File: config.mk
export PLATFORM = sky130hd
export DESIGN_NAME = elevator_car_controller_core
export DESIGN_NICKNAME = d
export VERILOG_FILES = /design/src/rtl/core/ecc_pkg.sv /design/src/rtl/core/elevator_car_controller_core.sv /design/src/rtl/core/ecc_useq.sv
export VERILOG_INCLUDE_DIRS = /design/src /design/src/rtl/core
export SDC_FILE = /design/constraint.sdc
export NUM_CORES = 1
export LEC_CHECK = 0
export BUFFER_PORTS_ARGS = -buffer_cell sky130_fd_sc_hd__buf_2
export CAP_MARGIN = 20
export CELL_PAD_IN_SITES_DETAIL_PLACEMENT = 1
export CELL_PAD_IN_SITES_GLOBAL_PLACEMENT = 2
export CORE_MARGIN = 1.5
export CORE_UTILIZATION = 40
export CTS_CLUSTER_DIAMETER = 100
export DETAILED_ROUTE_END_ITERATION = 7
export PLACE_DENSITY_LB_ADDON = 0.1
export SETUP_SLACK_MARGIN = 0.5
export SLEW_MARGIN = 15
export SYNTH_ARGS = -nofsm -noshare
export SYNTH_HDL_FRONTEND = slang
export SYNTH_SLANG_ARGS = --single-unit
File: constraint.sdc
create_clock -name clk -period 7.2 [get_ports clk]
set_clock_uncertainty 0.05 [all_clocks]
set_input_delay 1.44 -clock clk [delete_from_list [all_inputs] [get_ports clk]]
set_output_delay 1.44 -clock clk [all_outputs]
set_load 0.02 [all_outputs]
File: src/rtl/core/elevator_car_controller_core_defines.svh
// ----------------------------------------------------------------------------
// elevator car controller core: assertion macros
// shared property wrappers, clocked on clk and disabled while rst_n is low
// ----------------------------------------------------------------------------
`ifndef ELEVATOR_CAR_CONTROLLER_CORE_DEFINES_SVH
`define ELEVATOR_CAR_CONTROLLER_CORE_DEFINES_SVH

// same-cycle implication
`define ECC_ASSERT_NOW(label, ante, cons, msg) \
  label: assert property (@(posedge clk) disable iff (!rst_n) (ante) |-> (cons)) \
    else $error(msg);

// next-cycle implication
`define ECC_ASSERT_NEXT(label, ante, cons, msg) \
  label: assert property (@(posedge clk) disable iff (!rst_n) (ante) |=> (cons)) \
    else $error(msg);

`endif

File: src/rtl/core/ecc_pkg.sv
// ----------------------------------------------------------------------------
// ecc_pkg
// types, codes and the microcode program of the elevator car controller
// ----------------------------------------------------------------------------
`default_nettype none

package ecc_pkg;

  localparam int MAX_FLOORS_DEF = 32;
  localparam int FLOOR_CAP      = 32;
  localparam logic [5:0] FLOOR_COUNT_RST = 6'd25;

  // button kinds
  localparam logic [2:0] KIND_CALL      = 3'd0;
  localparam logic [2:0] KIND_TOGGLE    = 3'd1;
  localparam logic [2:0] KIND_INSP_UP   = 3'd2;
  localparam logic [2:0] KIND_INSP_DOWN = 3'd3;
  localparam logic [2:0] KIND_OPEN      = 3'd4;
  localparam logic [2:0] KIND_CLOSE     = 3'd5;
  localparam logic [2:0] KIND_CLR_FAULT = 3'd6;

  // car states
  localparam logic [2:0] ST_IDLE  = 3'd0;
  localparam logic [2:0] ST_UP    = 3'd1;
  localparam logic [2:0] ST_DOWN  = 3'd2;
  localparam logic [2:0] ST_DOOR  = 3'd3;
  localparam logic [2:0] ST_FAULT = 3'd4;

  // fault codes
  localparam logic [1:0] FLT_NONE = 2'd0;
  localparam logic [1:0] FLT_DOOR = 2'd1;
  localparam logic [1:0] FLT_INSP = 2'd2;

  typedef struct packed {
    logic [2:0] kind;
    logic [5:0] target_floor;
  } ecc_in_t;

  typedef struct packed {
    logic [4:0] floor;
    logic [2:0] car_state;
    logic       inspection_mode;
    logic       door_is_open;
    logic [1:0] fault;
    logic       rejected;
    logic       last;
  } ecc_out_t;

  // datapath operations
  typedef enum logic [3:0] {
    OP_NOP,
    OP_STEP,
    OP_OPEN,
    OP_CLOSE,
    OP_TOGGLE,
    OP_INSP_MOVE,
    OP_CLR_FAULT,
    OP_FLT_INSP,
    OP_FLT_DOOR,
    OP_STATUS,
    OP_REJECT
  } ecc_op_t;

  // jump conditions
  typedef enum logic [2:0] {
    C_NEVER,
    C_MODE,
    C_NOT_MODE,
    C_BLOCKED,
    C_AT_TGT,
    C_DOOR
  } ecc_cond_t;

  // microcode addresses
  typedef enum logic [3:0] {
    UA_FETCH       = 4'd0,
    UA_CALL        = 4'd1,
    UA_CALL_CHK    = 4'd2,
    UA_WALK        = 4'd3,
    UA_WALK_DOOR   = 4'd4,
    UA_ARRIVE_OPEN = 4'd5,
    UA_CLOSE       = 4'd6,
    UA_TOGGLE      = 4'd7,
    UA_INSP        = 4'd8,
    UA_INSP_DOOR   = 4'd9,
    UA_OPEN        = 4'd10,
    UA_CLR_FAULT   = 4'd11,
    UA_FLT_INSP    = 4'd12,
    UA_FLT_DOOR    = 4'd13,
    UA_STATUS      = 4'd14,
    UA_REJECT      = 4'd15
  } ecc_uaddr_t;

  // control word: jump to jaddr when cond holds, else run op and go to naddr
  typedef struct packed {
    ecc_cond_t  cond;
    ecc_uaddr_t jaddr;
    ecc_op_t    op;
    logic       emit;
    logic       last;
    ecc_uaddr_t naddr;
  } ecc_uword_t;

  typedef struct packed {
    logic mode;
    logic blocked;
    logic at_tgt;
    logic door;
  } ecc_flags_t;

  function automatic ecc_uword_t uw(ecc_cond_t c, ecc_uaddr_t j, ecc_op_t o,
                                    logic e, logic l, ecc_uaddr_t n);
    ecc_uword_t w;
    w.cond  = c;
    w.jaddr = j;
    w.op    = o;
    w.emit  = e;
    w.last  = l;
    w.naddr = n;
    return w;
  endfunction

  function automatic ecc_uword_t ucode_rom(ecc_uaddr_t a);
    ecc_uword_t w;
    case (a)
      UA_FETCH:       w = uw(C_NEVER,    UA_FETCH,       OP_NOP,       1'b0, 1'b0, UA_FETCH);
      UA_CALL:        w = uw(C_MODE,     UA_FLT_INSP,    OP_NOP,       1'b0, 1'b0, UA_CALL_CHK);
      UA_CALL_CHK:    w = uw(C_BLOCKED,  UA_STATUS,      OP_NOP,       1'b0, 1'b0, UA_WALK);
      UA_WALK:        w = uw(C_AT_TGT,   UA_ARRIVE_OPEN, OP_NOP,       1'b0, 1'b0, UA_WALK_DOOR);
      UA_WALK_DOOR:   w = uw(C_DOOR,     UA_FLT_DOOR,    OP_STEP,      1'b1, 1'b0, UA_WALK);
      UA_ARRIVE_OPEN: w = uw(C_NEVER,    UA_FETCH,       OP_OPEN,      1'b1, 1'b0, UA_CLOSE);
      UA_CLOSE:       w = uw(C_NEVER,    UA_FETCH,       OP_CLOSE,     1'b1, 1'b1, UA_FETCH);
      UA_TOGGLE:      w = uw(C_NEVER,    UA_FETCH,       OP_TOGGLE,    1'b1, 1'b1, UA_FETCH);
      UA_INSP:        w = uw(C_NOT_MODE, UA_REJECT,      OP_NOP,       1'b0, 1'b0, UA_INSP_DOOR);
      UA_INSP_DOOR:   w = uw(C_DOOR,     UA_FLT_DOOR,    OP_INSP_MOVE, 1'b1, 1'b1, UA_FETCH);
      UA_OPEN:        w = uw(C_NEVER,    UA_FETCH,       OP_OPEN,      1'b1, 1'b1, UA_FETCH);
      UA_CLR_FAULT:   w = uw(C_NEVER,    UA_FETCH,       OP_CLR_FAULT, 1'b1, 1'b1, UA_FETCH);
      UA_FLT_INSP:    w = uw(C_NEVER,    UA_FETCH,       OP_FLT_INSP,  1'b1, 1'b1, UA_FETCH);
      UA_FLT_DOOR:    w = uw(C_NEVER,    UA_FETCH,       OP_FLT_DOOR,  1'b1, 1'b1, UA_FETCH);
      UA_STATUS:      w = uw(C_NEVER,    UA_FETCH,       OP_STATUS,    1'b1, 1'b1, UA_FETCH);
      UA_REJECT:      w = uw(C_NEVER,    UA_FETCH,       OP_REJECT,    1'b1, 1'b1, UA_FETCH);
      default:        w = uw(C_NEVER,    UA_FETCH,       OP_NOP,       1'b0, 1'b0, UA_FETCH);
    endcase
    return w;
  endfunction

  // program entry for each button kind
  function automatic ecc_uaddr_t entry_addr(logic [2:0] kind);
    ecc_uaddr_t a;
    case (kind)
      KIND_CALL:      a = UA_CALL;
      KIND_TOGGLE:    a = UA_TOGGLE;
      KIND_INSP_UP:   a = UA_INSP;
      KIND_INSP_DOWN: a = UA_INSP;
      KIND_OPEN:      a = UA_OPEN;
      KIND_CLOSE:     a = UA_CLOSE;
      KIND_CLR_FAULT: a = UA_CLR_FAULT;
      default:        a = UA_STATUS;
    endcase
    return a;
  endfunction

endpackage

`default_nettype wire

File: src/rtl/core/elevator_car_controller_core.sv
// ----------------------------------------------------------------------------
// elevator_car_controller_core
// button-event elevator car controller driven by a microcoded sequencer
// ----------------------------------------------------------------------------
// result words are registered; a new event word is accepted only once the
// sequencer is back at fetch after the last result word of the previous event;
// the sequencer runs one control word per cycle unless an output stall holds it
// at the emitting word
// reset (rst_n low, synchronous): floor 0, idle, normal mode, no fault,
// door closed, floor count 25, no output word pending
// ----------------------------------------------------------------------------
`default_nettype none

module elevator_car_controller_core
  import ecc_pkg::*;
#(
  parameter int MAX_FLOORS = MAX_FLOORS_DEF
) (
  input  logic       clk,
  input  logic       rst_n,
  // event words
  input  logic       in_valid,
  output logic       in_ready,
  input  ecc_in_t    in_data,
  // result words
  output logic       out_valid,
  input  logic       out_ready,
  output ecc_out_t   out_data,
  // floor count register
  input  logic       cfg_we,
  input  logic [5:0] cfg_wdata
);

  `include "elevator_car_controller_core_defines.svh"

  // effective floor count is capped by the parameter and by 32
  localparam int         CAP_I = (MAX_FLOORS < FLOOR_CAP) ? MAX_FLOORS : FLOOR_CAP;
  localparam logic [5:0] CAP   = 6'(CAP_I);

  // configuration and car status
  logic [5:0] floor_count_r;
  logic [4:0] floor_r,  floor_nxt;
  logic [2:0] state_r,  state_nxt;
  logic       mode_r,   mode_nxt;
  logic [1:0] fault_r,  fault_nxt;
  logic       door_r,   door_nxt;

  // latched event word
  logic [2:0] kind_r;
  logic [5:0] tgt_r;

  // output register
  logic       out_valid_r;
  ecc_out_t   out_r;

  logic       in_fire;
  logic       emit_ok;
  logic       fetch;
  logic       exec;
  ecc_uword_t uword;
  ecc_flags_t flags;
  logic [5:0] eff_cnt;
  logic       going_up;
  logic [2:0] shown_state;

  assign in_fire = in_valid && in_ready;
  assign in_ready = fetch;
  // output slot is free when empty or being drained this cycle
  assign emit_ok = !out_valid_r || out_ready;

  assign eff_cnt  = (floor_count_r > CAP) ? CAP : floor_count_r;
  assign going_up = tgt_r > {1'b0, floor_r};

  // condition flags sampled by the sequencer
  always_comb begin
    flags.mode    = mode_r;
    flags.blocked = (fault_r != FLT_NONE) || (tgt_r >= eff_cnt);
    flags.at_tgt  = ({1'b0, floor_r} == tgt_r);
    flags.door    = door_r;
  end

  ecc_useq u_useq (
    .clk     (clk),
    .rst_n   (rst_n),
    .in_fire (in_fire),
    .kind    (in_data.kind),
    .flags   (flags),
    .emit_ok (emit_ok),
    .fetch   (fetch),
    .uword   (uword),
    .exec    (exec)
  );

  // datapath: one operation per executed control word
  always_comb begin
    floor_nxt   = floor_r;
    state_nxt   = state_r;
    mode_nxt    = mode_r;
    fault_nxt   = fault_r;
    door_nxt    = door_r;
    shown_state = state_r;
    if (exec) begin
      case (uword.op)
        OP_STEP: begin
          // one floor toward the target; the stored state rests idle
          floor_nxt   = going_up ? (floor_r + 5'd1) : (floor_r - 5'd1);
          state_nxt   = ST_IDLE;
        end
        OP_OPEN: begin
          // stored state is never a moving state, so opening always succeeds
          door_nxt  = 1'b1;
          state_nxt = ST_DOOR;
        end
        OP_CLOSE: begin
          door_nxt  = 1'b0;
          state_nxt = ST_IDLE;
        end
        OP_TOGGLE: begin
          mode_nxt = !mode_r;
        end
        OP_INSP_MOVE: begin
          // saturating inspection move, up limited to the top served floor
          if (kind_r == KIND_INSP_UP) begin
            if (({1'b0, floor_r} + 6'd1) < eff_cnt) begin
              floor_nxt = floor_r + 5'd1;
            end
          end else if (floor_r != 5'd0) begin
            floor_nxt = floor_r - 5'd1;
          end
        end
        OP_CLR_FAULT: begin
          fault_nxt = FLT_NONE;
          state_nxt = ST_IDLE;
        end
        OP_FLT_INSP: begin
          fault_nxt = FLT_INSP;
          state_nxt = ST_FAULT;
        end
        OP_FLT_DOOR: begin
          fault_nxt = FLT_DOOR;
          state_nxt = ST_FAULT;
        end
        default: begin
        end
      endcase
      // a floor step reports its direction instead of the stored state
      shown_state = (uword.op == OP_STEP) ? (going_up ? ST_UP : ST_DOWN) : state_nxt;
    end
  end

  // status and output register
  always_ff @(posedge clk) begin
    if (!rst_n) begin
      floor_count_r <= FLOOR_COUNT_RST;
      floor_r       <= 5'd0;
      state_r       <= ST_IDLE;
      mode_r        <= 1'b0;
      fault_r       <= FLT_NONE;
      door_r        <= 1'b0;
      out_valid_r   <= 1'b0;
    end else begin
      if (cfg_we) begin
        floor_count_r <= cfg_wdata;
      end
      floor_r <= floor_nxt;
      state_r <= state_nxt;
      mode_r  <= mode_nxt;
      fault_r <= fault_nxt;
      door_r  <= door_nxt;
      if (exec && uword.emit) begin
        out_valid_r <= 1'b1;
      end else if (out_ready) begin
        out_valid_r <= 1'b0;
      end
    end
  end

  // payload registers, no reset needed
  always_ff @(posedge clk) begin
    if (in_fire) begin
      kind_r <= in_data.kind;
      tgt_r  <= in_data.target_floor;
    end
    if (exec && uword.emit) begin
      out_r.floor           <= floor_nxt;
      out_r.car_state       <= shown_state;
      out_r.inspection_mode <= mode_nxt;
      out_r.door_is_open    <= door_nxt;
      out_r.fault           <= fault_nxt;
      out_r.rejected        <= (uword.op == OP_REJECT);
      out_r.last            <= uword.last;
    end
  end

  assign out_valid = out_valid_r;
  assign out_data  = out_r;

  // a fault stop always carries a fault code
  `ECC_ASSERT_NOW(a_fault_code, state_r == ST_FAULT, fault_r != FLT_NONE, "fault stop without code")
  // an accepted word always starts a program
  `ECC_ASSERT_NEXT(a_leave_fetch, in_fire, !in_ready, "sequencer stayed at fetch")
  // the final word of an event returns the sequencer to fetch
  `ECC_ASSERT_NEXT(a_last_fetch, exec && uword.emit && uword.last, in_ready, "no fetch after last")
  // a new result word is only written into a free output slot
  `ECC_ASSERT_NOW(a_slot_free, exec && uword.emit, emit_ok, "output word overwritten")

endmodule

`default_nettype wire

File: src/rtl/core/ecc_useq.sv
// ----------------------------------------------------------------------------
// ecc_useq
// microcode sequencer: step counter, program rom and conditional jumps
// ----------------------------------------------------------------------------
`default_nettype none

module ecc_useq
  import ecc_pkg::*;
(
  input  logic       clk,
  input  logic       rst_n,
  input  logic       in_fire,
  input  logic [2:0] kind,
  input  ecc_flags_t flags,
  input  logic       emit_ok,
  output logic       fetch,
  output ecc_uword_t uword,
  output logic       exec
);

  ecc_uaddr_t upc_r, upc_nxt;
  logic       cond_hit;

  assign uword = ucode_rom(upc_r);
  assign fetch = (upc_r == UA_FETCH);

  always_comb begin
    case (uword.cond)
      C_MODE:     cond_hit = flags.mode;
      C_NOT_MODE: cond_hit = !flags.mode;
      C_BLOCKED:  cond_hit = flags.blocked;
      C_AT_TGT:   cond_hit = flags.at_tgt;
      C_DOOR:     cond_hit = flags.door;
      default:    cond_hit = 1'b0;
    endcase
  end

  // an emitting word waits for a free output slot
  assign exec = !fetch && !cond_hit && (!uword.emit || emit_ok);

  always_comb begin
    if (fetch) begin
      upc_nxt = in_fire ? entry_addr(kind) : UA_FETCH;
    end else if (cond_hit) begin
      upc_nxt = uword.jaddr;
    end else if (exec) begin
      upc_nxt = uword.naddr;
    end else begin
      upc_nxt = upc_r;
    end
  end

  always_ff @(posedge clk) begin
    if (!rst_n) begin
      upc_r <= UA_FETCH;
    end else begin
      upc_r <= upc_nxt;
    end
  end

endmodule

`default_nettype wire

# Word-level counts from Yosys, hierarchy flattened
# Memory sizes are Yosys's and may differ from the RTL's. A register that Yosys moved wholly into a read port is not among the register bits.
# Cells that the tools add are included.
classes:
  addsub: 3
  order_cmp: 4
  n_eq_ne: 22
  mux: 27
  n_reduce_logical: 21
op_table:
  columns: ["cell", "count"]
  rows:
  - ["5-bit two-way mux", 5]
  - ["4-bit two-way mux", 6]
  - ["4-bit one-hot mux with 6 select lines", 1]
  - ["4-bit by 3-bit == test with 1-bit output, second input constant", 4]
  - ["3-bit by 2-bit == test with 1-bit output, second input constant", 5]
  - ["3-bit == test, second input constant", 5]
  - ["5-bit one-hot mux with 2 select lines", 1]
  - ["3-bit one-hot mux with 3 select lines", 1]
  - ["4-bit by 2-bit == test with 1-bit output, second input constant", 2]
  - ["4-bit == test, second input constant", 2]
  - ["5-bit by 1-bit adder with 6-bit output, second input constant", 1]
  - ["3-bit by 1-bit == test with 1-bit output, second input constant", 2]
  - ["5-bit by 6-bit == test with 1-bit output", 1]
  - ["6-bit >= comparator", 1]
  - ["6-bit by 5-bit greater-than comparator with 1-bit output", 1]
  - ["6-bit greater-than comparator, second input constant", 1]
  - ["6-bit < comparator", 1]
  - ["3-bit two-way mux", 2]
  - ["6-bit two-way mux", 1]
  - ["2-bit one-hot mux with 3 select lines", 1]
  - ["5-bit by 1-bit adder with 5-bit output, second input constant", 1]
  - ["1-bit zero test", 5]
  - ["1-bit two-way mux", 5]
  - ["1-bit one-hot mux with 5 select lines", 1]
  - ["other kinds (13)", 21]
word_totals:
  ff_bits: 46
  rom_bits: 272
  out_inout_bits: 16
  word_cells: 95
  memories: 1
memory_table:
  columns: ["name", "depth", "word_bits", "rd", "rd_clocked_by_memory_dff", "write_ports", "line", "text"]
  rows:
  - ["(no name shown)", 16, 17, 1, 1, 0, "ecc_pkg.sv:125", "case (a)"]

# Logic depth before layout (Yosys ltp)
depth:
  ltp_word: 13
  ltp_mapped: 15
  mapped_depth_nobuf: 14

# By module
# Synthesis repeated with hierarchy kept, for this count alone.
hier_totals:
  cells_unflattened: 381
  area_unflattened_um2: 3697.3
by_module_without_submodules:
  columns: ["mod", "n_inst", "cells_per_inst", "area_each_um2", "seq_area_each_um2"]
  rows:
  - ["elevator_car_controller_core", 1, 249, 2488.6, 1071.0]
  - ["ecc_useq", 1, 132, 1208.7, 400.4]

# Least setup slack after synthesis
# No wires, ideal clock.
synth_timing:
  path_type: "input to register"
  start: "input port out_ready"
  end: "register u_useq.uword[14] (netlist name)"
  t_arrival_ns: 3.212
  path_slack_ns: 3.798
  cell_stages: 10
  path_cell_list: "nand3b_1 mux2i_1 nand2_1 a41oi_1 a21oi_1 inv_1 ha_1 nor2b_1 a41oi_1 o311ai_1"
synth_between:
  elab_chain_cells: 6
synth_lines:
  columns: ["item", "line", "text"]
  rows:
  - ["start, declared", "elevator_car_controller_core.sv:27", "input logic out_ready,"]
  - ["1-bit logical OR", "elevator_car_controller_core.sv:69", "assign emit_ok = !out_valid_r || out_ready;"]
  - ["1-bit logical OR", "ecc_useq.sv:39", "assign exec = !fetch && !cond_hit && (!uword.emit || emit_ok);"]
  - ["1-bit logical AND", "ecc_useq.sv:39", null]
  - ["3-bit nonzero test (no source line)", null, null]
  - ["4-bit two-way mux (no source line) (2 in series)", null, null]
# Every way passes these cells.
# A chain may end at the register's enable or synchronous reset.

# Worst setup path in the final report
layout_timing:
  start: "register floor_r[0]"
  end: "register out_r, in the netlist out_data[11] (data pin)"
layout_between:
  elab_chain_cells: 6
  word_cells_on_any_way: 17
  classes_between: "3 x add/sub; 2 x order compare; 1 x eq/ne; 7 x mux; 4 x reduce/logical"
layout_lines:
  columns: ["item", "line", "text"]
  rows:
  - ["start, declared", "elevator_car_controller_core.sv:42", "logic [4:0] floor_r, floor_nxt;"]
  - ["start signal, assigned", "elevator_car_controller_core.sv:165", "floor_r <= floor_nxt;"]
  - ["5-bit by 1-bit adder with 6-bit output / 5-bit by 6-bit == test with 1-bit output (equally long branches)", "elevator_car_controller_core.sv:124, elevator_car_controller_core.sv:78", null]
  - ["6-bit < comparator / 1-bit one-hot mux with 5 select lines (equally long branches)", "elevator_car_controller_core.sv:124, ecc_useq.sv:28", null]
  - ["5-bit two-way mux / 1-bit zero test (equally long branches)", "elevator_car_controller_core.sv:124, ecc_useq.sv:39", null]
  - ["5-bit two-way mux / 1-bit logical AND (equally long branches)", "elevator_car_controller_core.sv:123, ecc_useq.sv:39", null]
  - ["5-bit one-hot mux with 2 select lines / 1-bit logical AND (equally long branches)", "elevator_car_controller_core.sv:103, ecc_useq.sv:39", null]
  - ["5-bit two-way mux *", "elevator_car_controller_core.sv:102", "if (exec) begin"]
  - ["named net floor_nxt[2]", "elevator_car_controller_core.sv:42", null]
  - ["end, declared", "elevator_car_controller_core.sv:54", "ecc_out_t out_r;"]
# Mark *: on every way through the listed nets, which the timed path passes. The rest lies on a longest branch.

==> metrics.txt <==
met2 usage in global routing=0.346; share of cells above drive strength 1=0.156; WP data required=7.23 ns; ys async rst share=0; crit start category=flip-flop; IO Pins=36; core box area=roughly 0.0087 sq mm; most used cell along the critical path=ha_1; minimum clock period=3.73 ns; cell area power density=about 320 mW/mm^2; Crit Path Class=reg -> reg; initial antenna violation count=0; met3 Track Usage GR=0.0417; Fmax achieved=~270 MHz; grt total ovfl=0; Reg clk slew, reported paths=0.07 ns; Worst Hold Class=reg -> reg; initial drt markers=between 100 and 150; vias in the first global route=roughly 3,100; Placed Area=about 0.0038 sq mm; H-tree depth=3; period utilization=0.518; Warnings, synthesis=0; ANT nets after route=0; final wirelength=slightly below 10,000 um; delay of the slowest critical-path stage=0.55 ns; Final Slew Violations=0; row cnt=34; library cells used by synthesis=67; Gates resized, CTS repair=0; flops & latches, synth=just over 60; Post-Syn Instances=371; crit end category=flip-flop; # Max-Cap Violations=0; Final WS setup=3.47 ns; Area growth syn-to-layout=13.3%; Post-synth EDFFs=23; worst relative slew slack=0.287; DP Worst Slack=roughly 3.2 ns; Tot Pwr=roughly 1.3 mW; post-DR wirelength/cell=between 15 and 20 um; worst hold margin=around 0.36 ns; top post-synthesis cells by count=dfxtp_1 (39), nand2_1 (29), edfxtp_1 (23), ha_1 (23), nor2_1 (22); Core Util, Final=0.463; VDD IR max=between 0.15 and 0.2 mV; cells along the critical path=ha_1 > nand3_1 > xnor2_1 > ha_1 > and3_1 > a221oi_1 > o21ai_0 > a311o_1 > o32ai_1 > a21oi_1; Arr. time, crit path=about 3.8 ns; top cell type's share of synthesized area=0.220; # Post-CTS Setup Buffers=0; CTS buffer count=9; ant diodes=0; total track usage=0.217; clock root buffer=clkbuf_8; Post-route DRC=0; count leader, synth=dfxtp_1; worst slew pin tran=roughly 1.1 ns; CTS Buffer Depth=2; cell taking the most area after synthesis=dfxtp_1; CTS tree=built; Die Ht=a little under 100 um; first-pass GRT wire length=16,200 um; leak pwr=about 1.6 nW; met1 Use GR=0.296; placed insts=around 500; Non-Filler Instances=around 520; CTS Hold Bufs=0; Synth Flop Type=dfxtp_1; Port Buffers=35; synthesized area per cell=9.56 sq um; largest net degree at the start of global routing=29; clock sinks=between 60 and 70; RSZ-0062 raised after global routing=false; Net Count, Synth=414; vias=around 3,000; drt pass-1 iters=4; Area contributors post-synth=dfxtp_1 (22%), edfxtp_1 (19%), ha_1 (8.1%); Post-DP HPWL=7190 um; Mapped Area=between 0.003 and 0.004 sq mm; die area=between 0.009 and 0.01 sq mm; Worst path slowest cell=dfxtp_1; final non-filler cell area=between 0.004 and 0.005 sq mm; # setup viols final=0; final net count=447; status=completed; gp weighted congestion=slightly below 0.9; Fin. Hold Viols=0; crit-path max FO=7; Vias per Instance=5.83; die width=a little under 100 um; GRT Max-Usage Layer=met2; initial core utilization=0.409; Worst-Skew Late Latency=0.35 ns; sum of negative setup slack=0 ns; Seq/Total Area, Yosys=0.415
-- critical path, delay by kind of cell, from the launching register on --
kind	cells	cell delay [ns]
flops	1	0.55
xor+xnor	1	0.34
simple gates	2	0.30
compound gates	5	1.58
fa+ha+maj	2	0.65
-- layout make-up --
class,instances,area [sq um]
Fill cell,1027,4660
Sequential cell,62,1470
Timing Repair Buffer,37,190
Clock inverter,5,82.6
Multi-Input combinational cell,272,1930
Tap cell,108,135
Clock buffer,11,131
Inverter,22,83.8
-- metal layers --
layer | wire length, um | up-vias
met5 | 0 | -
li1 | - | 1456
met1 | 4640 | 1457
met4 | 174 | 0
met2 | 4380 | 82
met3 | 432 | 17
-- cells in the final DEF (no fill, tap or decap), types with 7 or more instances in the layout --
master	instances
dfxtp_1	39
buf_2	35
nand2_1	29
ha_1	23
edfxtp_1	23
nor2_1	22
inv_1	21
a21oi_1	19
nor2b_1	11
and2_1	11
nand3_1	9
mux2i_1	9
o21ai_0	9
clkbuf_8	9
nor3_1	8
nand2b_1	8
o211ai_1	8
a31oi_1	7
-- report_power, final --
group          internal [mW]  switching (mW)  leakage, nW
clock                  0.197           0.148        0.108
sequential             0.433          0.0513        0.545
combinational          0.165           0.309        0.993
total                  0.795           0.508         1.65
-- registers in the layout, summed over array words and instances (netlist names), 2 cells and up --
signal,cells
state_r,3
floor_r,5
fault_r,2
kind_r,3
floor_count_r,6
tgt_r,6
out_data,14
u_useq.upc_r,4
u_useq.uword,16
-- worst paths after layout --
kind	cells after the start	from	to	slack, ns
hold reg to reg	0	u_useq.uword[4]	out_data[0]	0.36
setup reg to reg	10	floor_r[0]	out_data[11]	3.47
hold / removal	0	u_useq.uword[4]	out_data[0]	0.36
setup / recovery	10	floor_r[0]	out_data[11]	3.47
-- cells by family after synthesis --
logic type	Yosys count	share of synthesized area
AND/OR/NAND/NOR	129	0.193
AO/OA/AOI/OAI	101	0.217
flip-flops	62	0.415
buffers and inverters	37	0.0427
adder cells (fa/ha/maj)	23	0.0811
multiplexers	11	0.0317
XOR/XNOR	8	0.0197
Power figures use the tool's default switching activity.
